==> config.mk <==
export PLATFORM = sky130hd
export DESIGN_NAME = x86_modrm_effective_address_core
export DESIGN_NICKNAME = d
export VERILOG_FILES = /design/src/x86ea_pkg.sv /design/src/x86ea_ram.sv /design/src/x86ea_decode.sv /design/src/x86_modrm_effective_address_core.sv
export SDC_FILE = /design/constraint.sdc
export NUM_CORES = 1
export LEC_CHECK = 0
export BUFFER_PORTS_ARGS = -buffer_cell sky130_fd_sc_hd__buf_2
export CAP_MARGIN = 20
export CORE_ASPECT_RATIO = 0.7
export CORE_MARGIN = 3
export CORE_UTILIZATION = 50
export DETAILED_ROUTE_END_ITERATION = 10
export PLACE_DENSITY_LB_ADDON = 0.1
export SKIP_LAST_GASP = 1
export SYNTH_ARGS = -nofsm -noshare
export SYNTH_HDL_FRONTEND = slang
export SYNTH_SLANG_ARGS = --single-unit
==> constraint.sdc <==
create_clock -name clock -period 7.06 [get_ports clock]
set_clock_uncertainty 0.2 [all_clocks]
set_input_delay 0.353 -clock clock [delete_from_list [all_inputs] [get_ports clock]]
set_output_delay 0.353 -clock clock [all_outputs]
set_load 0.005 [all_outputs]
==> src/x86ea_pkg.sv <==
package x86ea_pkg;

   localparam int GPR_COUNT = 8;
   localparam int GPR_WIDTH = 32;
   localparam int GPR_AW    = $clog2(GPR_COUNT);

   localparam logic       OP_LOAD   = 1'b0;
   localparam logic       OP_DECODE = 1'b1;

   localparam logic [1:0] MOD_NO_DISP  = 2'd0;
   localparam logic [1:0] MOD_DISP8    = 2'd1;
   localparam logic [1:0] MOD_DISP_FULL = 2'd2;
   localparam logic [1:0] MOD_REGISTER = 2'd3;

   localparam logic [2:0] RM_SIB     = 3'd4;
   localparam logic [2:0] RM_DIRECT32 = 3'd5;
   localparam logic [2:0] RM_DIRECT16 = 3'd6;

   localparam logic [2:0] SIB_NO_INDEX = 3'd4;
   localparam logic [2:0] SIB_NO_BASE  = 3'd5;

   localparam logic [2:0] REG_BX = 3'd3;
   localparam logic [2:0] REG_SP = 3'd4;
   localparam logic [2:0] REG_BP = 3'd5;
   localparam logic [2:0] REG_SI = 3'd6;
   localparam logic [2:0] REG_DI = 3'd7;

   localparam logic [2:0] SEG_SS = 3'd2;
   localparam logic [2:0] SEG_DS = 3'd3;

   localparam logic [31:0] SEXT_FILL = 32'hffffff00;
   localparam logic [15:0] LOW_HALF  = 16'hffff;

   typedef struct packed {
      logic        op;
      logic [2:0]  reg_index;
      logic [31:0] reg_value;
      logic [7:0]  modrm_byte;
      logic [7:0]  sib_byte;
      logic [31:0] disp_bytes;
      logic        addr32;
      logic        seg_override_valid;
      logic [2:0]  seg_override;
      logic        wide_operand;
   } req_type;

   typedef struct packed {
      logic        is_register;
      logic [2:0]  reg_or_segment;
      logic [31:0] offset;
      logic [2:0]  length;
      logic        wide_operand_out;
   } rsp_type;

   function automatic logic [31:0] sext8(input logic [7:0] b);
      return b[7] ? (SEXT_FILL | {24'd0, b}) : {24'd0, b};
   endfunction

   function automatic logic [2:0] pick_seg(input logic ovr, input logic [2:0] ovr_seg,
                                           input logic stack);
      logic [2:0] seg;
      if (ovr) begin
         seg = ovr_seg;
      end else if (stack) begin
         seg = SEG_SS;
      end else begin
         seg = SEG_DS;
      end
      return seg;
   endfunction

   function automatic logic [GPR_AW-1:0] base_select(input req_type r);
      logic [GPR_AW-1:0] sel;
      if (r.addr32) begin
         sel = (r.modrm_byte[2:0] == RM_SIB) ? r.sib_byte[2:0] : r.modrm_byte[2:0];
      end else begin
         case (r.modrm_byte[2:0])
            3'd2, 3'd3, 3'd6: sel = REG_BP;
            3'd4:             sel = REG_SI;
            3'd5:             sel = REG_DI;
            default:          sel = REG_BX;
         endcase
      end
      return sel;
   endfunction

   function automatic logic [GPR_AW-1:0] index_select(input req_type r);
      logic [GPR_AW-1:0] sel;
      if (r.addr32) begin
         sel = r.sib_byte[5:3];
      end else begin
         sel = r.modrm_byte[0] ? REG_DI : REG_SI;
      end
      return sel;
   endfunction

endpackage

==> src/x86ea_ram.sv <==
module x86ea_ram #(
   parameter int WIDTH = 32,
   parameter int DEPTH = 8,
   localparam int AddrW = $clog2(DEPTH)
) (
   input  logic             clock,
   input  logic             wr_en,
   input  logic [AddrW-1:0] wr_addr,
   input  logic [WIDTH-1:0] wr_data,
   input  logic             rd_en,
   input  logic [AddrW-1:0] rd_addr_a,
   input  logic [AddrW-1:0] rd_addr_b,
   output logic [WIDTH-1:0] rd_data_a,
   output logic [WIDTH-1:0] rd_data_b
);

   logic [WIDTH-1:0] mem_ff [DEPTH];
   logic [WIDTH-1:0] rd_a_ff;
   logic [WIDTH-1:0] rd_b_ff;

   always_ff @(posedge clock) begin
      if (wr_en) begin
         mem_ff[wr_addr] <= wr_data;
      end
      if (rd_en) begin
         rd_a_ff <= mem_ff[rd_addr_a];
         rd_b_ff <= mem_ff[rd_addr_b];
      end
   end

   assign rd_data_a = rd_a_ff;
   assign rd_data_b = rd_b_ff;

endmodule

==> src/x86ea_decode.sv <==
module x86ea_decode (
   input  x86ea_pkg::req_type     req,
   input  logic [31:0]            base_value,
   input  logic [31:0]            index_value,
   output x86ea_pkg::rsp_type     rsp
);

   logic [1:0]  mode;
   logic [2:0]  rm;
   logic [1:0]  scale;
   logic [2:0]  sib_index;
   logic [2:0]  sib_base;
   logic [31:0] disp8;
   logic [31:0] disp;
   logic [31:0] index_term;
   logic [31:0] base_term;
   logic [15:0] disp16;
   logic [15:0] sum16;
   logic        no_base;
   logic        stack;

   always_comb begin
      mode       = req.modrm_byte[7:6];
      rm         = req.modrm_byte[2:0];
      scale      = req.sib_byte[7:6];
      sib_index  = req.sib_byte[5:3];
      sib_base   = req.sib_byte[2:0];
      disp8      = x86ea_pkg::sext8(req.disp_bytes[7:0]);
      disp       = '0;
      index_term = '0;
      base_term  = '0;
      disp16     = '0;
      sum16      = '0;
      no_base    = 1'b0;
      stack      = 1'b0;

      rsp.is_register      = 1'b0;
      rsp.reg_or_segment   = '0;
      rsp.offset           = '0;
      rsp.length           = 3'd1;
      rsp.wide_operand_out = req.wide_operand;

      if (mode == x86ea_pkg::MOD_REGISTER) begin
         rsp.is_register    = 1'b1;
         rsp.reg_or_segment = rm;
      end else if (req.addr32) begin
         if (mode == x86ea_pkg::MOD_NO_DISP && rm == x86ea_pkg::RM_DIRECT32) begin
            rsp.length = 3'd5;
            rsp.offset = req.disp_bytes;
         end else if (rm == x86ea_pkg::RM_SIB) begin
            no_base = (mode == x86ea_pkg::MOD_NO_DISP) && (sib_base == x86ea_pkg::SIB_NO_BASE);
            rsp.length = 3'd2;
            if (no_base || mode == x86ea_pkg::MOD_DISP_FULL) begin
               disp       = req.disp_bytes;
               rsp.length = 3'd6;
            end else if (mode == x86ea_pkg::MOD_DISP8) begin
               disp       = disp8;
               rsp.length = 3'd3;
            end
            if (sib_index != x86ea_pkg::SIB_NO_INDEX) begin
               index_term = index_value << scale;
            end
            if (!no_base) begin
               base_term = base_value;
               stack     = (sib_base == x86ea_pkg::REG_SP) || (sib_base == x86ea_pkg::REG_BP);
            end
            rsp.offset = disp + index_term + base_term;
         end else begin
            if (mode == x86ea_pkg::MOD_DISP8) begin
               disp       = disp8;
               rsp.length = 3'd2;
            end else if (mode == x86ea_pkg::MOD_DISP_FULL) begin
               disp       = req.disp_bytes;
               rsp.length = 3'd5;
            end
            stack      = (rm == x86ea_pkg::REG_BP);
            rsp.offset = base_value + disp;
         end
      end else begin
         if (mode == x86ea_pkg::MOD_NO_DISP && rm == x86ea_pkg::RM_DIRECT16) begin
            rsp.length = 3'd3;
            rsp.offset = {16'd0, req.disp_bytes[15:0] & x86ea_pkg::LOW_HALF};
         end else begin
            if (mode == x86ea_pkg::MOD_DISP8) begin
               disp16     = disp8[15:0];
               rsp.length = 3'd2;
            end else if (mode == x86ea_pkg::MOD_DISP_FULL) begin
               disp16     = req.disp_bytes[15:0];
               rsp.length = 3'd3;
            end
            sum16 = base_value[15:0] + disp16;
            if (!rm[2]) begin
               sum16 = sum16 + index_value[15:0];
            end
            stack      = (rm == 3'd2) || (rm == 3'd3) || (rm == 3'd6);
            rsp.offset = {16'd0, sum16};
         end
      end

      if (mode != x86ea_pkg::MOD_REGISTER) begin
         rsp.reg_or_segment = x86ea_pkg::pick_seg(req.seg_override_valid,
                                                  req.seg_override, stack);
      end
   end

endmodule

==> src/x86_modrm_effective_address_core.sv <==
// channel   ports                         direction  payload
// request   req_valid req_ready req_data  in         x86ea_pkg::req_type
// response  rsp_valid rsp_ready rsp_data  out        x86ea_pkg::rsp_type
//
// One transaction per cycle is taken while req_ready is high; a decode response is
// built from a register file read, then an address add into the response register.
// A register load writes at acceptance and gives no response; a decode accepted the
// next cycle sees the new value. Reset clears the register valid bits, so every
// register reads as zero until loaded. A stalled response holds the response register,
// and one more decode waits in the read stage before req_ready drops.
module x86_modrm_effective_address_core (
   input  logic                clock,
   input  logic                reset,
   input  logic                req_valid,
   output logic                req_ready,
   input  x86ea_pkg::req_type  req_data,
   output logic                rsp_valid,
   input  logic                rsp_ready,
   output x86ea_pkg::rsp_type  rsp_data
);

   localparam int Aw = x86ea_pkg::GPR_AW;

   logic                            req_accept;
   logic                            read_en;
   logic                            write_en;
   logic                            slot_free;
   logic [Aw-1:0]                   base_addr;
   logic [Aw-1:0]                   index_addr;
   logic [x86ea_pkg::GPR_WIDTH-1:0] base_raw;
   logic [x86ea_pkg::GPR_WIDTH-1:0] index_raw;
   logic [x86ea_pkg::GPR_WIDTH-1:0] base_value;
   logic [x86ea_pkg::GPR_WIDTH-1:0] index_value;
   logic [x86ea_pkg::GPR_COUNT-1:0] loaded_ff;
   logic [x86ea_pkg::GPR_COUNT-1:0] loaded_in;
   logic                            s1_valid_ff;
   logic                            s1_valid_in;
   x86ea_pkg::req_type              s1_req_ff;
   logic                            s1_base_ok_ff;
   logic                            s1_index_ok_ff;
   x86ea_pkg::rsp_type              result;
   logic                            rsp_valid_ff;
   logic                            rsp_valid_in;
   x86ea_pkg::rsp_type              rsp_data_ff;

   assign slot_free  = !rsp_valid_ff || rsp_ready;
   assign req_ready  = !s1_valid_ff || slot_free;
   assign req_accept = req_valid && req_ready;
   assign read_en    = req_accept && (req_data.op == x86ea_pkg::OP_DECODE);
   assign write_en   = req_accept && (req_data.op == x86ea_pkg::OP_LOAD);
   assign base_addr  = x86ea_pkg::base_select(req_data);
   assign index_addr = x86ea_pkg::index_select(req_data);

   x86ea_ram #(
      .WIDTH (x86ea_pkg::GPR_WIDTH),
      .DEPTH (x86ea_pkg::GPR_COUNT)
   ) u_gpr (
      .clock     (clock),
      .wr_en     (write_en),
      .wr_addr   (req_data.reg_index),
      .wr_data   (req_data.reg_value),
      .rd_en     (read_en),
      .rd_addr_a (base_addr),
      .rd_addr_b (index_addr),
      .rd_data_a (base_raw),
      .rd_data_b (index_raw)
   );

   always_comb begin
      loaded_in = loaded_ff;
      if (write_en) begin
         loaded_in[req_data.reg_index] = 1'b1;
      end
      if (read_en) begin
         s1_valid_in = 1'b1;
      end else if (slot_free) begin
         s1_valid_in = 1'b0;
      end else begin
         s1_valid_in = s1_valid_ff;
      end
      rsp_valid_in = slot_free ? s1_valid_ff : rsp_valid_ff;
   end

   always_ff @(posedge clock) begin
      if (reset) begin
         loaded_ff    <= '0;
         s1_valid_ff  <= 1'b0;
         rsp_valid_ff <= 1'b0;
      end else begin
         loaded_ff    <= loaded_in;
         s1_valid_ff  <= s1_valid_in;
         rsp_valid_ff <= rsp_valid_in;
      end
   end

   always_ff @(posedge clock) begin
      if (read_en) begin
         s1_req_ff      <= req_data;
         s1_base_ok_ff  <= loaded_ff[base_addr];
         s1_index_ok_ff <= loaded_ff[index_addr];
      end
      if (slot_free && s1_valid_ff) begin
         rsp_data_ff <= result;
      end
   end

   assign base_value  = s1_base_ok_ff ? base_raw : '0;
   assign index_value = s1_index_ok_ff ? index_raw : '0;

   x86ea_decode u_decode (
      .req         (s1_req_ff),
      .base_value  (base_value),
      .index_value (index_value),
      .rsp         (result)
   );

   assign rsp_valid = rsp_valid_ff;
   assign rsp_data  = rsp_data_ff;

endmodule
==> out/qor.json, run 1 <==
{
  "run_status": {
    "outcome": "completed"
  },
  "power_and_ir_drop": {
    "total_power_consumption_uw": 6111,
    "total_leakage_power_uw": 0.01047,
    "ir_drop_uv": 217.8,
    "p_per_area_mw_per_mm2": 219.1
  },
  "sta": {
    "worst_slew_pin_slew_ns": 1.028,
    "achievable-frequency_mhz": 160.3,
    "final_critical_path_setup_slack_ns": 0.8219,
    "setup_violations": 0,
    "period_share_pct": 88.36,
    "final-hold-violation-count": 0,
    "drv_slew": 0,
    "totalNegativeSetupSlack_ns": 0,
    "timing.max_slew.rel_slack_pct": 31.19,
    "grt_setup_unrepaired": "false",
    "period_needed_ns": 6.238
  },
  "setup_path": {
    "slowest_delay_ns": 0.50,
    "crit_path_launch_type": "flop",
    "endpoint_kind": "flop",
    "arrival_ns": 6.42,
    "reg2reg_from": "s1_req_ff[52]$_DFFE_PP_",
    "critical_path_required_ns": 7.24,
    "worst-path-max-fanout": 8,
    "worstPathCellList": "inv_1 -> ha_1 -> nor2_1 -> nor2b_1 -> ha_1 -> fa_1 -> a211oi_1 -> o21bai_1 -> a31o_2 -> a21oi_1 -> xor2_1 -> inv_1 -> ha_1 -> and3_1 -> a31oi_1 -> a21oi_1 -> a211o_1 -> a21oi_1 -> xnor2_1 -> nor2_1 -> xnor2_1 -> a2111oi_2",
    "critPathKind": "flop to flop",
    "max_stage_delay_cell_worst_path": "sky130_fd_sc_hd__fa_1",
    "crit_path_start": "s1_req_ff[52]$_DFFE_PP_"
  },
  "detailed_routing": {
    "routedLengthMet1_um": 30570,
    "vias": 16490,
    "drt-pass1-iter-count": 5,
    "drt_first_iter_violations": 1631,
    "dr_wl_met3_um": 5134,
    "drc": 0,
    "dr.max_layer_used": "met4",
    "routed_wirelength_um": 65740,
    "drt.antenna.violating_nets": 0,
    "avgRoutedWirePerCell_um": 24.23,
    "wl_met2_um": 28700,
    "drt-vias-per-instance": 6.079
  },
  "synthesis": {
    "synth.yosys.seq_area_share_pct": 51.95,
    "synth.cells.most_frequent": "sky130_fd_sc_hd__edfxtp_1 (413), sky130_fd_sc_hd__nand2_1 (167), sky130_fd_sc_hd__mux4_2 (132)",
    "yosys.area.top_type_share_pct": 51.12,
    "yosysUniqueCellTypes": 73,
    "synth_seq_cells": 423,
    "ys_top_cells_by_area": "sky130_fd_sc_hd__edfxtp_1 (51%), sky130_fd_sc_hd__mux4_2 (12%), sky130_fd_sc_hd__mux2_2 (4.4%), sky130_fd_sc_hd__ha_1 (4.2%), sky130_fd_sc_hd__fa_1 (2.8%)",
    "yosys_most_used_dff": "sky130_fd_sc_hd__edfxtp_1",
    "syn-mean-instance-area_um2": 13.19,
    "synth_top_cell_by_area": "sky130_fd_sc_hd__edfxtp_1",
    "ys_async_sr_fraction_pct": 0,
    "syn_inst": 1839,
    "yosys_warnings": 0,
    "synth-edff-count": 413,
    "syn_nets": 2049,
    "synthMostInstantiatedCell": "sky130_fd_sc_hd__edfxtp_1",
    "syn_area_mm2": 0.02426
  },
  "clocking": {
    "clock_tree.root_cell": "sky130_fd_sc_hd__clkbuf_16",
    "ctsResizeCount": 0,
    "clk_latency_ns": 0.57,
    "clock_tree.buffer_depth": 3,
    "cts_max_level": 2,
    "postCtsSetupRepairBufs": 0,
    "ctsHoldBuffers": 86,
    "cts_made_buffers": 42,
    "cts_num_sinks": 423,
    "cts_tree": "yes",
    "cts.clk_slew.worst_paths_ns": 0.07
  },
  "placed_design": {
    "place_worst_setup_slack_ns": 1.010,
    "post_dp_cell_area_mm2": 0.02572,
    "port_buffers": 132,
    "gp_congestion": 0.9244,
    "place_hpwl_um": 44400
  },
  "final_layout": {
    "stdcell_area_mm2": 0.02789,
    "num-nets-final": 2247,
    "fraction_of_final_layout_cells_sized_beyond_drive_strength_1_pct": 23.85,
    "area_growth_from_synthesis_to_layout_pct": 14.96,
    "utilization_pct": 59.14,
    "insertedDiodeCount": 0
  },
  "floorplanning": {
    "die_area_mm2": 0.05124,
    "fp.dieH_um": 190.3,
    "site_rows": 66,
    "floorplan.io_pins": 136,
    "floorplan.die.width_um": 269.3,
    "starting_density_of_the_core_pct": 51.45,
    "coreArea_mm2": 0.04715
  },
  "grt": {
    "largest_net_degree_at_the_start_of_global_routing": 61,
    "first_pass_grt_wire_length_um": 99590,
    "antenna_violations_before_repair": 0,
    "grtUsageTotal_pct": 25.56,
    "first_global_vias": 16240,
    "grt-ovfl-total": 0
  },
  "job": {
    "total_of_max_cap_violations": 0
  },
  "worst_hold_path": {
    "hold_path.startpoint": "s1_req_ff[0]$_DFFE_PP_",
    "worstHoldPathType": "flop to flop"
  }
}
-- worst max-delay path, delay by kind of cell (launching register included) --
| family | cells | cell delay (ns) |
|---|---|---|
| AOI/OAI and AO/OA | 9 | 2.37 |
| xor gates and xnor gates | 3 | 0.55 |
| adders and majority gates | 4 | 1.42 |
| buffers and inverters | 2 | 0.19 |
| DFF | 1 | 0.40 |
| and+or+nand+nor | 4 | 0.91 |
-- path summary, 6_finish.rpt --
path / end / slack, ns / cells after the start
max: rsp_data[19]$_SDFFCE_PP0P_ / 0.82 / 22
min: rsp_data[0]$_DFFE_PP_ / 0.22 / 0
max reg2reg: rsp_data[19]$_SDFFCE_PP0P_ / 0.82 / 22
min reg2reg: rsp_data[0]$_DFFE_PP_ / 0.22 / 0
-- report_power, final --
group | internal [µW] | switching (µW)
clock | 1210 | 954
sequential | 2850 | 43.0
combinational | 468 | 580
total | 4530 | 1580
-- registers in the layout (all words and copies together), names as in the netlist --
signal,cells
loaded_ff,8
rsp_data,40
rsp_valid,1
s1_base_ok_ff,1
s1_index_ok_ff,1
s1_req_ff,51
s1_valid_ff,1
u_gpr.mem_ff,256
u_gpr.rd_data_a,32
u_gpr.rd_data_b,32
-- kinds of logic after synthesis --
kind of cell / after synthesis / share of synthesized area [%]
simple gates: 438 / 8.547
flops: 423 / 51.95
xor+xnor: 64 / 2.311
compound gates: 390 / 10.39
fa+ha+maj: 116 / 7.035
buf+inv: 173 / 2.770
mux: 235 / 17.00
-- cells in the final DEF, fill, tap and decap left out, drive strengths merged, types with 10 or more instances in the layout --
master         n
a22oi         12
a21oi        122
o211ai        16
buf          168
a21o          45
o22ai         13
a211oi        17
edfxtp       413
mux4         132
dfxtp         10
inv           75
and2          56
nor2          92
xor2          25
ha            82
mux2          95
xnor2         39
a31oi         17
o221ai        10
o21a          10
or3           11
nor2b         22
nand3         17
nand2        167
o21ai         73
nand2b        19
nor3          19
clkbuf        52
dlygate4sd3   86
clkinv        16
fa            34
-- layer usage --
metal / up-vias / global-route usage (%)
met5: - / 0
met4: 0 / 5.586
met3: 79 / 4.503
met2: 625 / 38.66
met1: 8326 / 39.01
li1: 7462 / -
-- final cells by class --
type	instances	area [µm²]
Sequential cell	423	12600
Clock buffer	52	1089
Inverter	73	276.5
Multi-Input combinational cell	1243	11100
Timing Repair Buffer	254	1792
Tap cell	646	808.3
Clock inverter	22	220.2
Fill cell	3763	19270
-- per-stage QoR --
step | hold WS [ns] | cells
floorplan | 0.2003 | 1839
global placement | 0.2069 | 2553
CTS | 0.2207 | 2713
finish | 0.2180 | 2713
global route | 0.2569 | 2713
detailed placement | 0.2066 | 2553
(Power assumes the default switching activity.)
==> inputs of run 2 (changes only) <==
--- a/config.mk
+++ b/config.mk
@@ -8,9 +8,10 @@
 export BUFFER_PORTS_ARGS = -buffer_cell sky130_fd_sc_hd__buf_2
 export CAP_MARGIN = 20
 export CORE_ASPECT_RATIO = 0.7
-export CORE_MARGIN = 3
 export CORE_UTILIZATION = 50
 export DETAILED_ROUTE_END_ITERATION = 10
+export GPL_ROUTABILITY_DRIVEN = 0
+export MAX_ROUTING_LAYER = met4
 export PLACE_DENSITY_LB_ADDON = 0.1
 export SKIP_LAST_GASP = 1
 export SYNTH_ARGS = -nofsm -noshare
==> out/qor.json, run 2 (synthesis results as in run 1) <==
{
  "run_status": {
    "outcome": "completed"
  },
  "setup_path": {
    "critical_path.reg2reg.endpoint": "rsp_data[19]$_SDFFCE_PP0P_",
    "endpoint_kind": "flop",
    "setup.reg_to_reg.worst_slack": {"value": 0.79, "unit": "ns", "change": "-0.03 ns"},
    "worstSetupEndpoint": "rsp_data[19]$_SDFFCE_PP0P_",
    "worst-path-max-fanout": {"value": 8, "change": "unchanged"},
    "reg2reg_from": "s1_req_ff[52]$_DFFE_PP_",
    "crit_path_start": "s1_req_ff[52]$_DFFE_PP_",
    "crit_path_launch_type": "flop",
    "arrival": {"value": 6.46, "unit": "ns", "change": "+0.04 ns"},
    "critPathKind": "flop to flop",
    "critical_path_required": {"value": 7.25, "unit": "ns", "change": "about the same"},
    "worstRegToRegCells": {"value": 22, "change": "unchanged"}
  },
  "clocking": {
    "ctsResizeCount": {"value": 0, "change": "unchanged"},
    "cts_max_level": {"value": 2, "change": "unchanged"},
    "clock_tree.buffer_depth": {"value": 3, "change": "unchanged"},
    "cts_tree": "yes",
    "clk_latency": {"value": 0.57, "unit": "ns", "change": "about the same"},
    "cts_made_buffers": {"value": 43, "change": "+2.4%"},
    "cts.clk_slew.worst_paths": {"value": 0.07, "unit": "ns", "change": "about the same"},
    "cts_num_sinks": {"value": 423, "change": "unchanged"},
    "clock_tree.root_cell": "sky130_fd_sc_hd__clkbuf_16"
  },
  "floorplanning": {
    "floorplan.die.width": {"value": 265.3, "unit": "µm", "change": "-1.5%"},
    "die_area": {"value": 0.04941, "unit": "mm²", "change": "-3.6%"},
    "floorplan.io_pins": {"value": 136, "change": "unchanged"},
    "fp.dieH": {"value": 186.3, "unit": "µm", "change": "-2.1%"},
    "starting_density_of_the_core": {"value": 50.68, "unit": "%", "change": "-0.77 points"},
    "coreArea": {"value": 0.04787, "unit": "mm²", "change": "+1.5%"},
    "site_rows": {"value": 67, "change": "+1.5%"}
  },
  "detailed_routing": {
    "wl_met2": {"value": 28530, "unit": "µm", "change": "-0.59%"},
    "drt_first_iter_violations": {"value": 1607, "change": "-1.5%"},
    "drt-vias-per-instance": {"value": 6.040, "change": "-0.63%"},
    "drt.antenna.violating_nets": {"value": 0, "change": "unchanged"},
    "routed_wirelength": {"value": 65090, "unit": "µm", "change": "-0.99%"},
    "vias": {"value": 16470, "change": "-0.16%"},
    "dr_wl_met3": {"value": 5592, "unit": "µm", "change": "+8.9%"},
    "drc": {"value": 0, "change": "unchanged"},
    "drt-pass1-iter-count": {"value": 5, "change": "unchanged"},
    "avgRoutedWirePerCell": {"value": 23.88, "unit": "µm", "change": "-1.5%"},
    "dr.max_layer_used": "met4",
    "routedLengthMet1": {"value": 29090, "unit": "µm", "change": "-4.8%"}
  },
  "sta": {
    "period_needed": {"value": 6.270, "unit": "ns", "change": "+0.03223 ns"},
    "timing.max_slew.rel_slack": {"value": 25.23, "unit": "%", "change": "-6.0 points"},
    "final_critical_path_setup_slack": {"value": 0.7897, "unit": "ns", "change": "-0.03223 ns"},
    "totalNegativeSetupSlack": {"value": 0, "unit": "ns", "change": "unchanged"},
    "drv_slew": {"value": 0, "change": "unchanged"},
    "worst_slew_pin_slew": {"value": 1.117, "unit": "ns", "change": "+0.08987 ns"},
    "worst_hold_slack": {"value": 0.2267, "unit": "ns", "change": "+0.008735 ns"},
    "setup_violations": {"value": 0, "change": "unchanged"},
    "grt_setup_unrepaired": "false",
    "achievable-frequency": {"value": 159.5, "unit": "MHz", "change": "-0.51%"},
    "final-hold-violation-count": {"value": 0, "change": "unchanged"},
    "period_share": {"value": 88.81, "unit": "%", "change": "+0.46 points"}
  },
  "final_layout": {
    "area_growth_from_synthesis_to_layout_pct": 15.33,
    "utilization": {"value": 58.45, "unit": "%", "change": "-0.69 points"},
    "max_flop_register": "u_gpr.mem_ff",
    "final_common_cell": "sky130_fd_sc_hd__edfxtp_1",
    "seqCellArea": {"value": 0.01260, "unit": "mm²", "change": "unchanged"},
    "fraction_of_final_layout_cells_sized_beyond_drive_strength_1": {"value": 23.95, "unit": "%", "change": "+0.099 points"},
    "insertedDiodeCount": {"value": 0, "change": "unchanged"},
    "layout.cells.most_common_list": "sky130_fd_sc_hd__edfxtp_1 (413), sky130_fd_sc_hd__nand2_1 (167), sky130_fd_sc_hd__mux4_2 (132), sky130_fd_sc_hd__buf_2 (132), sky130_fd_sc_hd__a21oi_1 (119)",
    "largest_register_ff_count": {"value": 256, "change": "unchanged"},
    "filler_cell_count": {"value": 3866, "change": "+2.7%"},
    "multiInputGateArea": {"value": 0.01110, "unit": "mm²", "change": "about the same"},
    "num-nets-final": {"value": 2249, "change": "+0.089%"}
  },
  "placed_design": {
    "place_hpwl": {"value": 43310, "unit": "µm", "change": "-2.5%"},
    "place_worst_setup_slack": {"value": 0.9469, "unit": "ns", "change": "-0.06289 ns"},
    "port_buffers": {"value": 132, "change": "unchanged"}
  },
  "power_and_ir_drop": {
    "p_per_area": {"value": 222.3, "unit": "mW/mm²", "change": "+1.5%"},
    "netSwitchingFraction": {"value": 26.07, "unit": "%", "change": "+0.27 points"},
    "part_of_the_power_in_the_clock_network": {"value": 36.6, "unit": "%", "change": "+1.1 points"},
    "power.share.sequential": {"value": 46.6, "unit": "%", "change": "-0.8 points"},
    "total_leakage_power": {"value": 0.01050, "unit": "µW", "change": "+0.29%"},
    "ir_drop": {"value": 180.2, "unit": "µV", "change": "-17%"},
    "pwr-share-comb": {"value": 16.8, "unit": "%", "change": "-0.3 points"},
    "net-switching-power": {"value": 1621, "unit": "µW", "change": "+2.9%"},
    "internal_power": {"value": 4599, "unit": "µW", "change": "+1.4%"}
  },
  "grt": {
    "grtUsageTotal": {"value": 27.37, "unit": "%", "change": "+1.8 points"},
    "first_pass_grt_wire_length": {"value": 97460, "unit": "µm", "change": "-2.1%"},
    "antenna_violations_before_repair": {"value": 0, "change": "unchanged"},
    "grt-ovfl-total": {"value": 0, "change": "unchanged"},
    "first_global_vias": {"value": 16060, "change": "-1.1%"},
    "largest_net_degree_at_the_start_of_global_routing": {"value": 62, "change": "+1.6%"}
  },
  "worst_hold_path": {
    "hold_depth": {"value": 0, "change": "unchanged"},
    "worstHoldPathType": "flop to flop"
  },
  "job": {
    "total_of_max_cap_violations": {"value": 0, "change": "unchanged"}
  }
}
run 2: cell count changes in the layout (fill, tap and decap cells not counted), moves of 2 or more:
cell / change
sky130_fd_sc_hd__clkinvlp_4: +3
sky130_fd_sc_hd__clkbuf_1: -2
sky130_fd_sc_hd__clkinv_2: -2
sky130_fd_sc_hd__dlygate4sd3_1: +2
run 2: power groups by stage:
| stage | combinational (µW) | clock (µW) | sequential (µW) |
|---|---|---|---|
| 2_1_floorplan | 724 | 0 | 2930 |
| 3_3_place_gp | 976 | 0 | 2950 |
| 3_5_place_dp | 992 | 0 | 2950 |
| 4_1_cts | 1040 | 2320 | 2900 |
| 5_1_grt | 1140 | 2400 | 2900 |
| 6_report | 1040 | 2280 | 2900 |
run 2: layer usage:
| layer | track usage, % | vias to the layer above |
|---|---|---|
| met2 | 40.18 | 686 |
| li1 | - | 7473 |
| met4 | 8.185 | 0 |
| met5 | - | - |
| met1 | 38.95 | 8196 |
| met3 | 5.042 | 111 |
run 2: worst max-delay path, cell delays in order, from the launching register on:
cell,delay [ns]
sky130_fd_sc_hd__edfxtp_1,0.42
sky130_fd_sc_hd__inv_1,0.11
sky130_fd_sc_hd__ha_1,0.29
sky130_fd_sc_hd__nor2_1,0.51
sky130_fd_sc_hd__nor2b_1,0.11
sky130_fd_sc_hd__ha_1,0.28
sky130_fd_sc_hd__fa_1,0.49
sky130_fd_sc_hd__a211oi_1,0.40
sky130_fd_sc_hd__o21bai_1,0.16
sky130_fd_sc_hd__a31o_2,0.26
sky130_fd_sc_hd__a21oi_1,0.18
sky130_fd_sc_hd__xor2_1,0.23
sky130_fd_sc_hd__inv_1,0.09
sky130_fd_sc_hd__ha_1,0.36
sky130_fd_sc_hd__and3_1,0.20
sky130_fd_sc_hd__a31oi_1,0.30
sky130_fd_sc_hd__a21oi_1,0.22
sky130_fd_sc_hd__a211o_1,0.29
sky130_fd_sc_hd__a21oi_1,0.19
sky130_fd_sc_hd__xnor2_1,0.17
sky130_fd_sc_hd__nor2_1,0.08
sky130_fd_sc_hd__xnor2_1,0.17
sky130_fd_sc_hd__a2111oi_2,0.37
run 2: final cells by class:
| cell class | instances | share of cell area (%) |
|---|---|---|
| Clock inverter | 26 | 0.9481 |
| Multi-Input combinational cell | 1243 | 39.69 |
| Sequential cell | 423 | 45.04 |
| Inverter | 73 | 0.9883 |
| Tap cell | 655 | 2.929 |
| Timing Repair Buffer | 255 | 6.449 |
| Clock buffer | 51 | 3.953 |
run 2: stage by stage:
stage          area (µm²)  power (µW)  cells
2_1_floorplan       24260        3656   1839
3_3_place_gp        25730        3925   2561
3_5_place_dp        25730        3944   2561
4_1_cts             27980        6260   2726
5_1_grt             27980        6449   2726
6_report            27980        6220   2726
run 2: timing repair:
item	CTS	global route
hold buffers	88	0
hold endpoints to repair	317	0
setup buffers	0	0
run 2: how the worst min path moves through the flow:
stage	start	to	slack (ns)
global placement	s1_req_ff[0]$_DFFE_PP_	rsp_data[0]$_DFFE_PP_	0.20
finish	s1_req_ff[0]$_DFFE_PP_	rsp_data[0]$_DFFE_PP_	0.23
global route	s1_req_ff[0]$_DFFE_PP_	rsp_data[0]$_DFFE_PP_	0.23
floorplan	s1_req_ff[0]$_DFFE_PP_	rsp_data[0]$_DFFE_PP_	0.20
detailed placement	s1_req_ff[0]$_DFFE_PP_	rsp_data[0]$_DFFE_PP_	0.21
CTS	s1_req_ff[0]$_DFFE_PP_	rsp_data[0]$_DFFE_PP_	0.22
